<file path="config.mk">
export PLATFORM = sky130hd
export DESIGN_NAME = gain_scheduled_pd_steering
export DESIGN_NICKNAME = d
export VERILOG_FILES = /design/src/hw/rtl/gspd_pkg.sv /design/src/hw/rtl/gspd_core.sv /design/src/hw/rtl/gain_scheduled_pd_steering.sv
export SDC_FILE = /design/constraint.sdc
export NUM_CORES = 1
export LEC_CHECK = 0
export ABC_AREA = 0
export ABC_CLOCK_PERIOD_IN_PS = 32400
export BUFFER_PORTS_ARGS = -buffer_cell sky130_fd_sc_hd__clkbuf_2
export CAP_MARGIN = 20
export CELL_PAD_IN_SITES_DETAIL_PLACEMENT = 0
export CELL_PAD_IN_SITES_GLOBAL_PLACEMENT = 1
export CORE_MARGIN = 1.5
export CORE_UTILIZATION = 52
export CTS_CLUSTER_SIZE = 40
export DETAILED_ROUTE_END_ITERATION = 6
export PLACE_DENSITY_LB_ADDON = 0.2
export SLEW_MARGIN = 20
export SYNTH_ARGS = -nofsm -noshare
export SYNTH_HDL_FRONTEND = slang
export SYNTH_SLANG_ARGS = --single-unit
export TNS_END_PERCENT = 30
</file>
<file path="constraint.sdc">
create_clock -name clk -period 32.4 [get_ports clk]
set_input_delay 4.86 -clock clk [delete_from_list [all_inputs] [get_ports clk]]
set_output_delay 4.86 -clock clk [all_outputs]
set_load 0.1 [all_outputs]
</file>
<file path="src/hw/rtl/gspd_pkg.sv">
// Shared types, codes and constant tables for the PD steering block.
// No dependencies; used by gspd_core, the top level and the checker.
package gspd_pkg;

  localparam int POSITION_BITS_DEF  = 11;
  localparam int GAIN_FRAC_BITS_DEF = 8;

  localparam int MODE_W   = 3;
  localparam int SEL_W    = 2;
  localparam int NUM_SEL  = 4;
  localparam int NUM_BAND = 3;
  localparam int BAND_W   = 2;
  localparam int BONUS_W  = 6;
  localparam int BASE_W   = 9;
  localparam int TARGET_W = 13;
  localparam int TARGET_MIN = -4096;
  localparam int TARGET_MAX = 4095;

  localparam int CFG_DATA_W = 32;
  localparam int CFG_ADDR_W = 3;

  // Register index as decoded from the word address
  localparam logic REG_MODE = 1'b0;

  localparam logic [MODE_W-1:0] MODE_1     = 3'd1;
  localparam logic [MODE_W-1:0] MODE_2     = 3'd2;
  localparam logic [MODE_W-1:0] MODE_3     = 3'd3;
  localparam logic [MODE_W-1:0] MODE_4     = 3'd4;
  localparam logic [MODE_W-1:0] MODE_RESET = MODE_4;

  localparam logic [SEL_W-1:0] SEL_1 = 2'd0;
  localparam logic [SEL_W-1:0] SEL_2 = 2'd1;
  localparam logic [SEL_W-1:0] SEL_3 = 2'd2;
  localparam logic [SEL_W-1:0] SEL_4 = 2'd3;

  // Error bands: wide is |e| >= 66, mid is 35..65, narrow below 35
  localparam logic [BAND_W-1:0] BAND_WIDE   = 2'd0;
  localparam logic [BAND_W-1:0] BAND_MID    = 2'd1;
  localparam logic [BAND_W-1:0] BAND_NARROW = 2'd2;

  localparam int BAND_WIDE_MIN = 66;
  localparam int BAND_MID_MIN  = 35;
  localparam int SLOW_FULL_MAX = 30;
  localparam int SLOW_RAMP_MAX = 40;
  localparam int SLOW_BONUS    = 40;

  typedef struct packed {
    logic                 slowdown;
    logic [BONUS_W-1:0]   bonus;
  } gspd_bonus_t;

  function automatic logic [SEL_W-1:0] mode_sel(input logic [MODE_W-1:0] mode);
    logic [SEL_W-1:0] s;
    case (mode)
      MODE_1:  s = SEL_1;
      MODE_2:  s = SEL_2;
      MODE_3:  s = SEL_3;
      default: s = SEL_4;
    endcase
    return s;
  endfunction

  function automatic logic [BASE_W-1:0] base_speed(input logic [SEL_W-1:0] sel);
    logic [BASE_W-1:0] b;
    case (sel)
      SEL_1:   b = 9'd225;
      SEL_2:   b = 9'd225;
      SEL_3:   b = 9'd200;
      default: b = 9'd180;
    endcase
    return b;
  endfunction

  // Gains in hundredths; kd selects the derivative gain
  function automatic int gain_hundredths(input int sel, input int band, input bit kd);
    int g;
    g = 0;
    case (sel)
      SEL_1: case (band)
        BAND_WIDE: g = kd ? 90 : 80;
        BAND_MID:  g = kd ? 85 : 75;
        default:   g = kd ? 10 : 20;
      endcase
      SEL_2: case (band)
        BAND_WIDE: g = kd ? 50 : 65;
        BAND_MID:  g = kd ? 40 : 55;
        default:   g = kd ? 20 : 30;
      endcase
      SEL_3: case (band)
        BAND_WIDE: g = kd ? 100 : 50;
        BAND_MID:  g = kd ? 90 : 44;
        default:   g = kd ? 10 : 25;
      endcase
      default: case (band)
        BAND_WIDE: g = kd ? 100 : 39;
        BAND_MID:  g = kd ? 90 : 35;
        default:   g = kd ? 20 : 15;
      endcase
    endcase
    return g;
  endfunction

  // Hundredths to fixed point, rounded half up; elaboration only
  function automatic int to_fixed_gain(input int h, input int frac);
    return (h * (1 << frac) + 50) / 100;
  endfunction

endpackage

</file>
<file path="src/hw/rtl/gspd_core.sv">
// Control law: band select, gain lookup, PD sum, speed bonus and target saturation.
// Purely combinational; depends on gspd_pkg.
module gspd_core #(
  parameter int POSITION_BITS  = gspd_pkg::POSITION_BITS_DEF,
  parameter int GAIN_FRAC_BITS = gspd_pkg::GAIN_FRAC_BITS_DEF
) (
  input  logic [gspd_pkg::SEL_W-1:0]    sel,
  input  logic signed [POSITION_BITS-1:0] position,
  input  logic                          on_ramp,
  input  logic signed [POSITION_BITS-1:0] prev_error,
  input  gspd_pkg::gspd_bonus_t         bonus_st,
  output gspd_pkg::gspd_bonus_t         bonus_st_nxt,
  output logic [gspd_pkg::TARGET_W-1:0] left_target,
  output logic [gspd_pkg::TARGET_W-1:0] right_target
);
  import gspd_pkg::*;

  localparam int P      = POSITION_BITS;
  localparam int F      = GAIN_FRAC_BITS;
  localparam int GW     = F + 1;
  localparam int PD_W   = GW + P + 3;
  localparam int BASE_Q = F + 13;
  localparam int Q_W    = ((PD_W > BASE_Q) ? PD_W : BASE_Q) + 1;
  localparam int TW     = Q_W - F;
  localparam logic signed [TW-1:0] T_MIN = TW'(TARGET_MIN);
  localparam logic signed [TW-1:0] T_MAX = TW'(TARGET_MAX);

  logic [GW-1:0] kp_tab [NUM_SEL][NUM_BAND];
  logic [GW-1:0] kd_tab [NUM_SEL][NUM_BAND];

  for (genvar s = 0; s < NUM_SEL; s++) begin : g_sel
    for (genvar b = 0; b < NUM_BAND; b++) begin : g_band
      assign kp_tab[s][b] = GW'(to_fixed_gain(gain_hundredths(s, b, 1'b0), F));
      assign kd_tab[s][b] = GW'(to_fixed_gain(gain_hundredths(s, b, 1'b1), F));
    end
  end

  logic [P-1:0]             mag;
  logic [BAND_W-1:0]        band;
  logic [GW-1:0]            kp;
  logic [GW-1:0]            kd;
  logic signed [P:0]        diff;
  logic signed [GW+P:0]     prod_p;
  logic signed [GW+P+1:0]   prod_d;
  logic signed [Q_W-1:0]    pd;
  logic signed [Q_W-1:0]    base_q;
  logic [BASE_W:0]          base_sum;
  logic [7:0]               ramp_step;
  logic [BONUS_W-1:0]       bonus_taper;

  assign mag = position[P-1] ? (~position + 1'b1) : position;

  always_comb begin
    if (mag >= P'(BAND_WIDE_MIN)) begin
      band = BAND_WIDE;
    end else if (mag >= P'(BAND_MID_MIN)) begin
      band = BAND_MID;
    end else begin
      band = BAND_NARROW;
    end
  end

  assign kp = kp_tab[sel][band];
  assign kd = kd_tab[sel][band];

  // Bonus tapers by 4 per unit of |e| from 30 up to 40; only read when |e| < 40
  assign ramp_step   = (8'(mag) - 8'(SLOW_FULL_MAX)) << 2;
  assign bonus_taper = BONUS_W'(8'(SLOW_BONUS) - ramp_step);

  always_comb begin
    bonus_st_nxt = bonus_st;
    if (sel == SEL_1 && !on_ramp) begin
      if (mag < P'(SLOW_FULL_MAX)) begin
        bonus_st_nxt.bonus    = BONUS_W'(SLOW_BONUS);
        bonus_st_nxt.slowdown = 1'b1;
      end else if (bonus_st.slowdown && mag < P'(SLOW_RAMP_MAX)) begin
        bonus_st_nxt.bonus = bonus_taper;
      end else begin
        bonus_st_nxt.slowdown = 1'b0;
      end
    end else begin
      bonus_st_nxt.bonus = '0;
    end
  end

  assign diff   = {position[P-1], position} - {prev_error[P-1], prev_error};
  assign prod_p = $signed({1'b0, kp}) * position;
  assign prod_d = $signed({1'b0, kd}) * diff;
  assign pd     = Q_W'(prod_p) + Q_W'(prod_d);

  // Bonus is the value after this word's update
  assign base_sum = (BASE_W + 1)'(base_speed(sel)) + (BASE_W + 1)'(bonus_st_nxt.bonus);
  assign base_q   = $signed(Q_W'({base_sum, {F{1'b0}}}));

  // Drop the fraction toward zero, then clamp to the target range
  function automatic logic [TARGET_W-1:0] to_target(input logic signed [Q_W-1:0] q);
    logic signed [Q_W-1:0] adj;
    logic signed [TW-1:0]  t;
    adj = q + (q[Q_W-1] ? $signed(Q_W'({F{1'b1}})) : $signed(Q_W'(0)));
    t   = TW'(adj >>> F);
    if (t < T_MIN) begin
      t = T_MIN;
    end else if (t > T_MAX) begin
      t = T_MAX;
    end
    return t[TARGET_W-1:0];
  endfunction

  assign left_target  = to_target(base_q - pd);
  assign right_target = to_target(base_q + pd);

endmodule

</file>
<file path="src/hw/rtl/gain_scheduled_pd_steering.sv">
// Top level of the gain scheduled PD steering controller: handshakes, state, mode register.
// Depends on gspd_pkg and gspd_core.
//
//   port group   direction  handshake        payload
//   in_          sink       in_valid/stall   position, on_ramp
//   out_         source     out_valid/stall  left_target, right_target
//   psel..       APB slave  psel/penable     mode register at byte 0
//
// Two register stages, input word then result; one word per cycle unless the result is stalled.
// out_valid rises as the word enters the result register; the law sits between the stages.
// in_stall rises only while both stages hold a word and the result is stalled.
// Synchronous active-low reset empties both stages, clears the controller state, mode to 4.
module gain_scheduled_pd_steering #(
  parameter int POSITION_BITS  = gspd_pkg::POSITION_BITS_DEF,
  parameter int GAIN_FRAC_BITS = gspd_pkg::GAIN_FRAC_BITS_DEF
) (
  input  logic                               clk,
  input  logic                               rst_n,
  input  logic                               in_valid,
  output logic                               in_stall,
  input  logic signed [POSITION_BITS-1:0]    in_position,
  input  logic                               in_on_ramp,
  output logic                               out_valid,
  input  logic                               out_stall,
  output logic signed [gspd_pkg::TARGET_W-1:0] out_left_target,
  output logic signed [gspd_pkg::TARGET_W-1:0] out_right_target,
  input  logic                               psel,
  input  logic                               penable,
  input  logic                               pwrite,
  input  logic [gspd_pkg::CFG_ADDR_W-1:0]    paddr,
  input  logic [gspd_pkg::CFG_DATA_W-1:0]    pwdata,
  output logic [gspd_pkg::CFG_DATA_W-1:0]    prdata,
  output logic                               pready
);
  import gspd_pkg::*;

  logic                            s1_valid_r;
  logic signed [POSITION_BITS-1:0] s1_position_r;
  logic                            s1_on_ramp_r;
  logic                            out_valid_r;
  logic [TARGET_W-1:0]             out_left_r;
  logic [TARGET_W-1:0]             out_right_r;
  logic signed [POSITION_BITS-1:0] prev_error_r;
  gspd_bonus_t                     bonus_st_r;
  gspd_bonus_t                     bonus_st_nxt;
  logic [MODE_W-1:0]               mode_r;
  logic [TARGET_W-1:0]             left_nxt;
  logic [TARGET_W-1:0]             right_nxt;
  logic                            out_adv;
  logic                            in_acc;
  logic                            s1_fire;
  logic                            cfg_wr;

  assign out_adv  = !out_valid_r || !out_stall;
  assign in_stall = s1_valid_r && !out_adv;
  assign in_acc   = in_valid && !in_stall;
  assign s1_fire  = s1_valid_r && out_adv;
  assign cfg_wr   = psel && penable && pwrite && pready;

  gspd_core #(
    .POSITION_BITS  (POSITION_BITS),
    .GAIN_FRAC_BITS (GAIN_FRAC_BITS)
  ) u_core (
    .sel          (mode_sel(mode_r)),
    .position     (s1_position_r),
    .on_ramp      (s1_on_ramp_r),
    .prev_error   (prev_error_r),
    .bonus_st     (bonus_st_r),
    .bonus_st_nxt (bonus_st_nxt),
    .left_target  (left_nxt),
    .right_target (right_nxt)
  );

  always_ff @(posedge clk) begin
    if (!rst_n) begin
      s1_valid_r   <= 1'b0;
      out_valid_r  <= 1'b0;
      prev_error_r <= '0;
      bonus_st_r   <= '0;
      mode_r       <= MODE_RESET;
    end else begin
      if (!in_stall) begin
        s1_valid_r <= in_valid;
      end
      if (out_adv) begin
        out_valid_r <= s1_valid_r;
      end
      // Advance the controller state only as a word leaves the input stage
      if (s1_fire) begin
        prev_error_r <= s1_position_r;
        bonus_st_r   <= bonus_st_nxt;
      end
      if (cfg_wr && paddr[CFG_ADDR_W-1] == REG_MODE) begin
        mode_r <= pwdata[MODE_W-1:0];
      end
    end
  end

  always_ff @(posedge clk) begin
    if (in_acc) begin
      s1_position_r <= in_position;
      s1_on_ramp_r  <= in_on_ramp;
    end
    if (s1_fire) begin
      out_left_r  <= left_nxt;
      out_right_r <= right_nxt;
    end
  end

  assign out_valid        = out_valid_r;
  assign out_left_target  = out_left_r;
  assign out_right_target = out_right_r;

  assign pready = 1'b1;
  assign prdata = (paddr[CFG_ADDR_W-1] == REG_MODE) ? CFG_DATA_W'(mode_r) : '0;

endmodule

</file>
==> insert_results.sql, run 1 <==
INSERT INTO impl_metrics (metric_group, metric, value, unit) VALUES
('synth', 'postSynth.asyncResetShare', '0', '%'),
('sta', 'period_needed', '15.47', 'ns'),
('global_route', 'grt_usage', '25.8', '%'),
('floorplanning', 'design.die.area', '29100', 'um2'),
('drt', 'route.final.wire_length', '35500', 'um'),
('worst_setup_path', 'timing.critical_path.arrival', '15.51', 'ns'),
('synth', 'top_cell_type_s_share_of_synthesized_area', '29.9', '%'),
('layout', 'area.growth.synth_to_final', '5.46', '%'),
('sta', 'fin_skew', '0.0106', 'ns'),
('clock_network', 'numClockSinks', '61', ''),
('drt', 'drtAntennaViolNets', '0', ''),
('floorplanning', 'die_width', '171', 'um'),
('synth', 'synth_largest_area_cell', 'fa_1', ''),
('sta', 'rsz0062_at_grt', 'false', ''),
('worst_setup_path', 'worst_setup_path_start_kind', 'register', ''),
('worst_setup_path', 'path_max_fanout', '16', ''),
('floorplanning', 'dieHeight', '171', 'um'),
('synth', 'most_used_flip_flop_cell_after_synthesis', 'edfxtp_1', ''),
('sta', 'slew_violations', '0', ''),
('drt', 'drc_errors', '0', ''),
('place', 'dp.final_hpwl', '30100', 'um'),
('worst_setup_path', 'timing.critical_path.mode_cell', 'inv_1', ''),
('sta', 'min_period_over_period', '47.7', '%'),
('sta', 'setup-tns-final', '0', 'ns'),
('drt', 'viasPerCell', '5.45', ''),
('drt', 'detail_route.iter0.violations', '738', ''),
('place', 'port_buffers', '53', ''),
('sta', 'fmax', '64.7', 'MHz'),
('synth', 'synth.area.top_cells', 'fa_1 30%, ha_1 12%, inv_1 8.5%, edfxtp_1 7.8%, nand2_1 4.5%', ''),
('global_route', 'grt_start_max_net_pins', '31', ''),
('min_path', 'path_class_of_the_lowest_slack_min_delay_path', 'reg2reg', ''),
('sta', 'hold_viol', '0', ''),
('worst_setup_path', 'maximum_single_stage_delay_on_the_critical_path', '0.85', 'ns'),
('synth', 'synth_warnings', '0', ''),
('clock_network', 'cts-root-to-sink-buffers', '2', ''),
('layout', 'antenna-diode-count', '0', ''),
('clock_network', 'cts_setup_buffers', '0', ''),
('drt', 'firstDrtPassIters', '6', ''),
('place', 'routabilityCongestion', '0.884', ''),
('synth', 'yosys.cell_types.count', '91', ''),
('run', 'max_cap_violations', '0', ''),
('synth', 'synth-edff-count', '38', ''),
('sta', 'setup_viol', '0', ''),
('clock_network', 'post_cts_resize_count', '0', ''),
('layout', 'ff_latch_area', '1600', 'um2'),
('worst_setup_path', 'required', '32.44', 'ns'),
('sta', 'slew-limit-headroom', '37.9', '%'),
('drt', 'post_drt_wl_per_cell', '16.8', 'um'),
('layout', 'num-nets-final', '2137', ''),
('synth', 'ys_ff_latch', '61', ''),
('clock_network', 'clock_tree.htree_level_count', '3', ''),
('clock_network', 'clk_pin_slew', '0.06', 'ns'),
('synth', 'postSynthAreaPerCell', '8.58', 'um2'),
('synth', 'synth_sequential_area_ratio', '11.0', '%'),
('sta', 'transition_time_at_the_pin_with_the_least_slew_margin', '0.929', 'ns'),
('clock_network', 'tritoncts', 'built', ''),
('global_route', 'grt_overflow', '0', ''),
('clock_network', 'cts-buffers-inserted', '9', ''),
('worst_setup_path', 'endpoint_kind', 'register', ''),
('global_route', 'number_of_global_route_vias_before_repair', '11300', ''),
('worst_setup_path', 'crit_type', 'reg2reg', ''),
('global_route', 'grt_pass1_wl', '58200', 'um'),
('synth', 'count_of_mapped_cells_out_of_synthesis', '1703', ''),
('global_route', 'antenna_found_initial', '0', ''),
('clock_network', 'worst_skew_pair.late_latency', '0.35', 'ns'),
('drt', 'vias', '11500', ''),
('clock_network', 'holdBufCountCts', '0', ''),
('layout', 'final_layout_size_suffix_gt1_share', '8.02', '%'),
('floorplanning', 'core', '27700', 'um2'),
('floorplanning', 'fp-row-count', '61', ''),
('floorplanning', 'io_pins', '115', ''),
('worst_setup_path', 'crit_path_top_delay_cell', 'edfxtp_1', ''),
('layout', 'multi_input_comb_area', '11400', 'um2'),
('layout', 'filler_cell_count', '2647', ''),
('clock_network', 'clk_root_buffer_cell', 'clkbuf_16', ''),
('floorplanning', 'initial_utilization', '52.8', '%'),
('synth', 'post_synth_instance_area', '14600', 'um2'),
('run_status', 'run_status', 'finished, final reports clean', '');
flip-flops by register name (all words and copies together) (netlist names):
signal and count:
bonus_st_r 7, mode_r 3, out_left_target 13, out_right_target 13
out_valid 1, prev_error_r 11, s1_on_ramp_r 1, s1_position_r 11
s1_valid_r 1
critical path, delay by kind of cell, from the launching register on:
family,cells,cell delay (ns)
buffers and inverters,8,1.01
and+or+nand+nor,12,3.48
xor gates and xnor gates,2,0.48
AOI/OAI and AO/OA,14,4.04
DFF,1,0.85
adders and majority gates,12,5.30
cell type report:
type,count,area share [%]
Multi-Input combinational cell,1257,74.0
Sequential cell,61,10.4
Inverter,331,8.06
Tap cell,378,3.07
Timing Repair Buffer,68,2.48
Clock buffer,9,1.46
Clock inverter,7,0.511
layout by cell type, fill, tap and decap left out, types with 38 or more instances in the layout:
master    synthesis  final
xnor2_1          70     70
fa_1            218    218
a21oi_1          84     83
o21ai_0          47     47
nor2_1          125    125
edfxtp_1         38     38
ha_1            137    137
inv_1           331    331
clkbuf_2          0     53
nand2_1         175    175
kinds of logic (layout without fill, tap and decap cells):
| kind of cell | after synthesis | count (layout) | share of synthesized area [%] |
|---|---|---|---|
| compound gates | 277 | 277 | 13.0 |
| xor+xnor | 95 | 95 | 5.85 |
| fa+ha+maj | 355 | 355 | 41.6 |
| buf+inv | 413 | 415 | 11.7 |
| flops | 61 | 61 | 11.0 |
| mux | 8 | 8 | 0.548 |
| other cells | 2 | 30 | 0.0514 |
| simple gates | 492 | 492 | 16.3 |
stage by stage:
step	std cells	setup slack, ns	hold slack (ns)	utilization (%)	area (um2)
6_report	2111	16.93	0.429	55.6	15400
5_1_grt	2111	15.82	0.445	55.6	15400
4_1_cts	2110	16.92	0.428	55.6	15400
3_5_place_dp	2094	16.95	0.419	54.5	15100
3_3_place_gp	2093	17.13	0.414	54.5	15100
2_1_floorplan	1731	19.17	0.404	-	14700
per-layer routing:
layer	up-vias	global-route usage (%)	part of all wire (%)
met3	53	2.50	5.3
met2	346	43.0	48
met1	5632	36.3	45
met5	-	0	0
met4	0	6.12	2.1
li1	5464	-	-
final timing paths:
check	from	end	slack [ns]	cells past startpoint
setup / recovery	s1_position_r[0]	out_left_target[1]	16.93	48
hold / removal	bonus_st_r[0]	bonus_st_r[0]	0.43	2
setup reg to reg	s1_position_r[0]	out_left_target[1]	16.93	48
hold reg to reg	bonus_st_r[0]	bonus_st_r[0]	0.43	2
synth_stat cells (5+ instances only):
library cell / n
a211oi_1: 5
nor2_1: 125
nand3_1: 23
fa_1: 218
mux2i_1: 8
nand4_1: 9
nand2b_1: 19
o22ai_1: 9
nor4_1: 9
xor2_1: 22
buf_2: 5
or3_1: 9
and3_1: 10
o21ai_0: 47
nor3_1: 24
clkbuf_1: 39
buf_4: 32
dfxtp_1: 23
a21boi_0: 21
o211ai_1: 9
or2_2: 11
inv_1: 331
ha_1: 137
o31ai_1: 6
edfxtp_1: 38
and2_1: 27
nor3b_1: 5
nand2_1: 175
o21bai_1: 12
a31oi_1: 12
a21oi_1: 84
a21o_1: 9
o21a_1: 5
nor2b_1: 18
xnor2_1: 70
a22oi_2: 9
Power of run 1 is not shown: default switching activity piles up to over one toggle a cycle in this logic, so the estimate is an artifact.
==> run 2, diff against run 1 <==
--- a/config.mk
+++ b/config.mk
@@ -5,14 +5,14 @@
 export SDC_FILE = /design/constraint.sdc
 export NUM_CORES = 1
 export LEC_CHECK = 0
-export ABC_AREA = 0
-export ABC_CLOCK_PERIOD_IN_PS = 32400
+export ABC_AREA = 1
+export ABC_CLOCK_PERIOD_IN_PS = 15700
 export BUFFER_PORTS_ARGS = -buffer_cell sky130_fd_sc_hd__clkbuf_2
 export CAP_MARGIN = 20
 export CELL_PAD_IN_SITES_DETAIL_PLACEMENT = 0
 export CELL_PAD_IN_SITES_GLOBAL_PLACEMENT = 1
 export CORE_MARGIN = 1.5
-export CORE_UTILIZATION = 52
+export CORE_UTILIZATION = 47
 export CTS_CLUSTER_SIZE = 40
 export DETAILED_ROUTE_END_ITERATION = 6
 export PLACE_DENSITY_LB_ADDON = 0.2
==> constraint.sdc (replaced) <==
create_clock -name clk -period 15.7 [get_ports clk]
set_input_delay 2.355 -clock clk [delete_from_list [all_inputs] [get_ports clk]]
set_output_delay 2.355 -clock clk [all_outputs]
set_load 0.1 [all_outputs]
==> run 2 against run 1 <==
The flow now finishes with violations (DRC). Cell count rose by 16%. Utilization fell by 4.8 points. Via count rose by 6.9%. Synthesized cell count rose by 16%. Critical path depth rose by 11. Non-clock buffer count fell by 5. Fmax rose by 16%. Area after synthesis rose by 4.9%. Critical path type unchanged. Highest routed layer unchanged.
==> insert_results.sql, run 2 <==
INSERT INTO impl_metrics (metric_group, metric, value, unit) VALUES
('min_path', 'path_class_of_the_lowest_slack_min_delay_path', 'reg2reg', ''),
('sta', 'slew_violations', '0', ''),
('worst_setup_path', 'maximum_single_stage_delay_on_the_critical_path', '0.64', 'ns'),
('floorplanning', 'io_pins', '115', ''),
('synth', 'yosys.cell_types.count', '65', ''),
('worst_setup_path', 'path_max_fanout', '12', ''),
('synth', 'most_used_flip_flop_cell_after_synthesis', 'edfxtp_1', ''),
('synth', 'synth_warnings', '0', ''),
('global_route', 'grt_start_max_net_pins', '58', ''),
('sta', 'min_period_over_period', '85.1', '%'),
('drt', 'wl_met1', '17900', 'um'),
('drt', 'detailroute.wirelength.met2', '18100', 'um'),
('layout', 'final_layout_size_suffix_gt1_share', '11.2', '%'),
('clock_network', 'worst_skew_pair.late_latency', '0.37', 'ns'),
('clock_network', 'clk_root_buffer_cell', 'clkbuf_16', ''),
('layout', 'mostFrequentLayoutCell', 'inv_1', ''),
('synth', 'postSynth.asyncResetShare', '0', '%'),
('sta', 'setup-tns-final', '0', 'ns'),
('synth', 'postSynthAreaPerCell', '7.76', 'um2'),
('place', 'routabilityCongestion', '0.912', ''),
('global_route', 'antenna_found_initial', '0', ''),
('global_route', 'grt_pass1_wl', '63200', 'um'),
('drt', 'route.final.wire_length', '38000', 'um'),
('synth', 'post_synth_instance_area', '15300', 'um2'),
('drt', 'routed.top_layer', 'met4', ''),
('layout', 'finalInstanceArea', '16200', 'um2'),
('sta', 'fin_skew', '0.0203', 'ns'),
('worst_setup_path', 'worst_setup_path_start_kind', 'register', ''),
('worst_setup_path', 'timing.critical_path.mode_cell', 'inv_1', ''),
('synth', 'synth_sequential_area_ratio', '10.4', '%'),
('place', 'number_of_placed_cells_counting_well_taps', '2440', ''),
('layout', 'stdcell_count', '2456', ''),
('worst_setup_path', 'required', '15.80', 'ns'),
('synth', 'synth_largest_area_cell', 'fa_1', ''),
('synth', 'count_of_mapped_cells_out_of_synthesis', '1975', ''),
('clock_network', 'clock_tree.htree_level_count', '3', ''),
('floorplanning', 'initial_utilization', '48.2', '%'),
('worst_setup_path', 'cp_num_buf_inv', '12', ''),
('run_status', 'run_status', 'complete, but fails checks', ''),
('place', 'placed_cell_area', '15900', 'um2'),
('layout', 'ff_latch_area', '1600', 'um2'),
('layout', 'multi_input_comb_area', '11600', 'um2'),
('place', 'dp.final_hpwl', '33200', 'um'),
('drt', 'post_drt_wl_per_cell', '15.5', 'um'),
('worst_setup_path', 'path_delay_family', 'adder cells', ''),
('synth', 'synth.most_common_cell', 'inv_1', ''),
('drt', 'drc_errors', '1', ''),
('synth', 'synth.area.top_cells', 'fa_1 28%, ha_1 11%, inv_1 11%, nand2_1 8.1%, edfxtp_1 7.4%', ''),
('synth', 'synth-edff-count', '38', ''),
('clock_network', 'cts-root-to-sink-buffers', '2', ''),
('floorplanning', 'die_width', '184', 'um'),
('worst_setup_path', 'crit_path_top_delay_cell', 'edfxtp_1', ''),
('drt', 'viasPerCell', '5.00', ''),
('worst_setup_path', 'endpoint_kind', 'register', ''),
('layout', 'layout.cells.most_common_list', '440 x inv_1, 332 x nand2_1, 218 x fa_1', ''),
('clock_network', 'numClockSinks', '61', ''),
('clock_network', 'cts_setup_buffers', '0', ''),
('floorplanning', 'dieHeight', '184', 'um'),
('clock_network', 'post_cts_resize_count', '0', ''),
('sta', 'period_needed', '13.36', 'ns'),
('layout', 'antenna-diode-count', '0', ''),
('floorplanning', 'design.die.area', '33700', 'um2'),
('sta', 'setup_viol', '0', ''),
('drt', 'detail_route.iter0.violations', '675', ''),
('clock_network', 'cts-buffers-inserted', '9', ''),
('clock_network', 'holdBufCountCts', '0', ''),
('floorplanning', 'fp-row-count', '65', ''),
('run_status', 'failed_checks', 'DRC', ''),
('clock_network', 'clk_pin_slew', '0.07', 'ns'),
('drt', 'drtAntennaViolNets', '0', ''),
('place', 'port_buffers', '53', ''),
('layout', 'area.growth.synth_to_final', '5.41', '%'),
('synth', 'top_cell_type_s_share_of_synthesized_area', '28.5', '%'),
('sta', 'transition_time_at_the_pin_with_the_least_slew_margin', '1.16', 'ns'),
('sta', 'fmax', '74.8', 'MHz'),
('global_route', 'number_of_global_route_vias_before_repair', '12400', ''),
('layout', 'filler_cell_count', '3157', ''),
('sta', 'rsz0062_at_grt', 'false', ''),
('synth', 'synth_common_cells', '440 x inv_1, 332 x nand2_1, 218 x fa_1', ''),
('synth', 'ys_ff_latch', '61', ''),
('floorplanning', 'core', '31800', 'um2'),
('sta', 'slew-limit-headroom', '23.0', '%'),
('global_route', 'grt_usage', '24.2', '%'),
('clock_network', 'tritoncts', 'built', ''),
('worst_setup_path', 'timing.critical_path.arrival', '13.46', 'ns'),
('layout', 'postLayoutCoreUtil', '50.8', '%'),
('run', 'max_cap_violations', '0', ''),
('sta', 'hold_viol', '0', ''),
('worst_setup_path', 'crit_type', 'reg2reg', ''),
('layout', 'num-nets-final', '2425', ''),
('drt', 'firstDrtPassIters', '7', ''),
('global_route', 'grt_overflow', '0', ''),
('drt', 'wl_met3', '1540', 'um'),
('drt', 'vias', '12300', '');
-- run 2: stage by stage --
step,worst slack (ns),hold WS (ns)
after detailed placement,2.48,0.460
after global routing,1.38,0.490
final,2.34,0.469
after global placement,2.64,0.454
after CTS,2.46,0.471
after floorplan,4.37,0.442
-- run 2: final timing paths --
check / start / to / slack, ns / cells past startpoint
max: s1_position_r[1] / out_right_target[1] / 2.34 / 59
min: bonus_st_r[0] / bonus_st_r[0] / 0.47 / 2
max reg2reg: s1_position_r[1] / out_right_target[1] / 2.34 / 59
min reg2reg: bonus_st_r[0] / bonus_st_r[0] / 0.47 / 2
-- run 2: cell families (layout without fill, tap and decap cells) --
logic type / count (synthesis) / count (layout) / synth area share [%]
compound gates: 203 / 203 / 8.14
xor+xnor: 80 / 80 / 4.82
fa+ha+maj: 355 / 355 / 39.7
buf+inv: 532 / 550 / 14.4
flops: 61 / 61 / 10.4
other cells: 2 / 30 / 0.0490
simple gates: 742 / 742 / 22.5
-- run 2: cell type report --
class | count | area share (%)
inverter | 471 | 11.0
timing repair buffer | 63 | 2.11
sequential | 61 | 9.91
tap | 435 | 3.37
clock buffer | 11 | 1.44
multi-input combinational | 1410 | 72.0
clock inverter | 5 | 0.225
-- run 2: layer usage --
metal / global-route usage (%) / vias up
li1: - / 6053
met1: 33.7 / 5946
met2: 40.5 / 261
met5: 0 / -
met3: 2.73 / 30
met4: 5.18 / 0
-- run 2: worst reg2reg max path: cells and delay by family, from the launching register on --
kind / cells / cell delay, ns
compound gates: 9 / 2.30
xor+xnor: 1 / 0.19
fa+ha+maj: 12 / 5.35
buf+inv: 12 / 1.24
flops: 1 / 0.64
simple gates: 25 / 3.40
Power of run 2 is left out for the same reason.
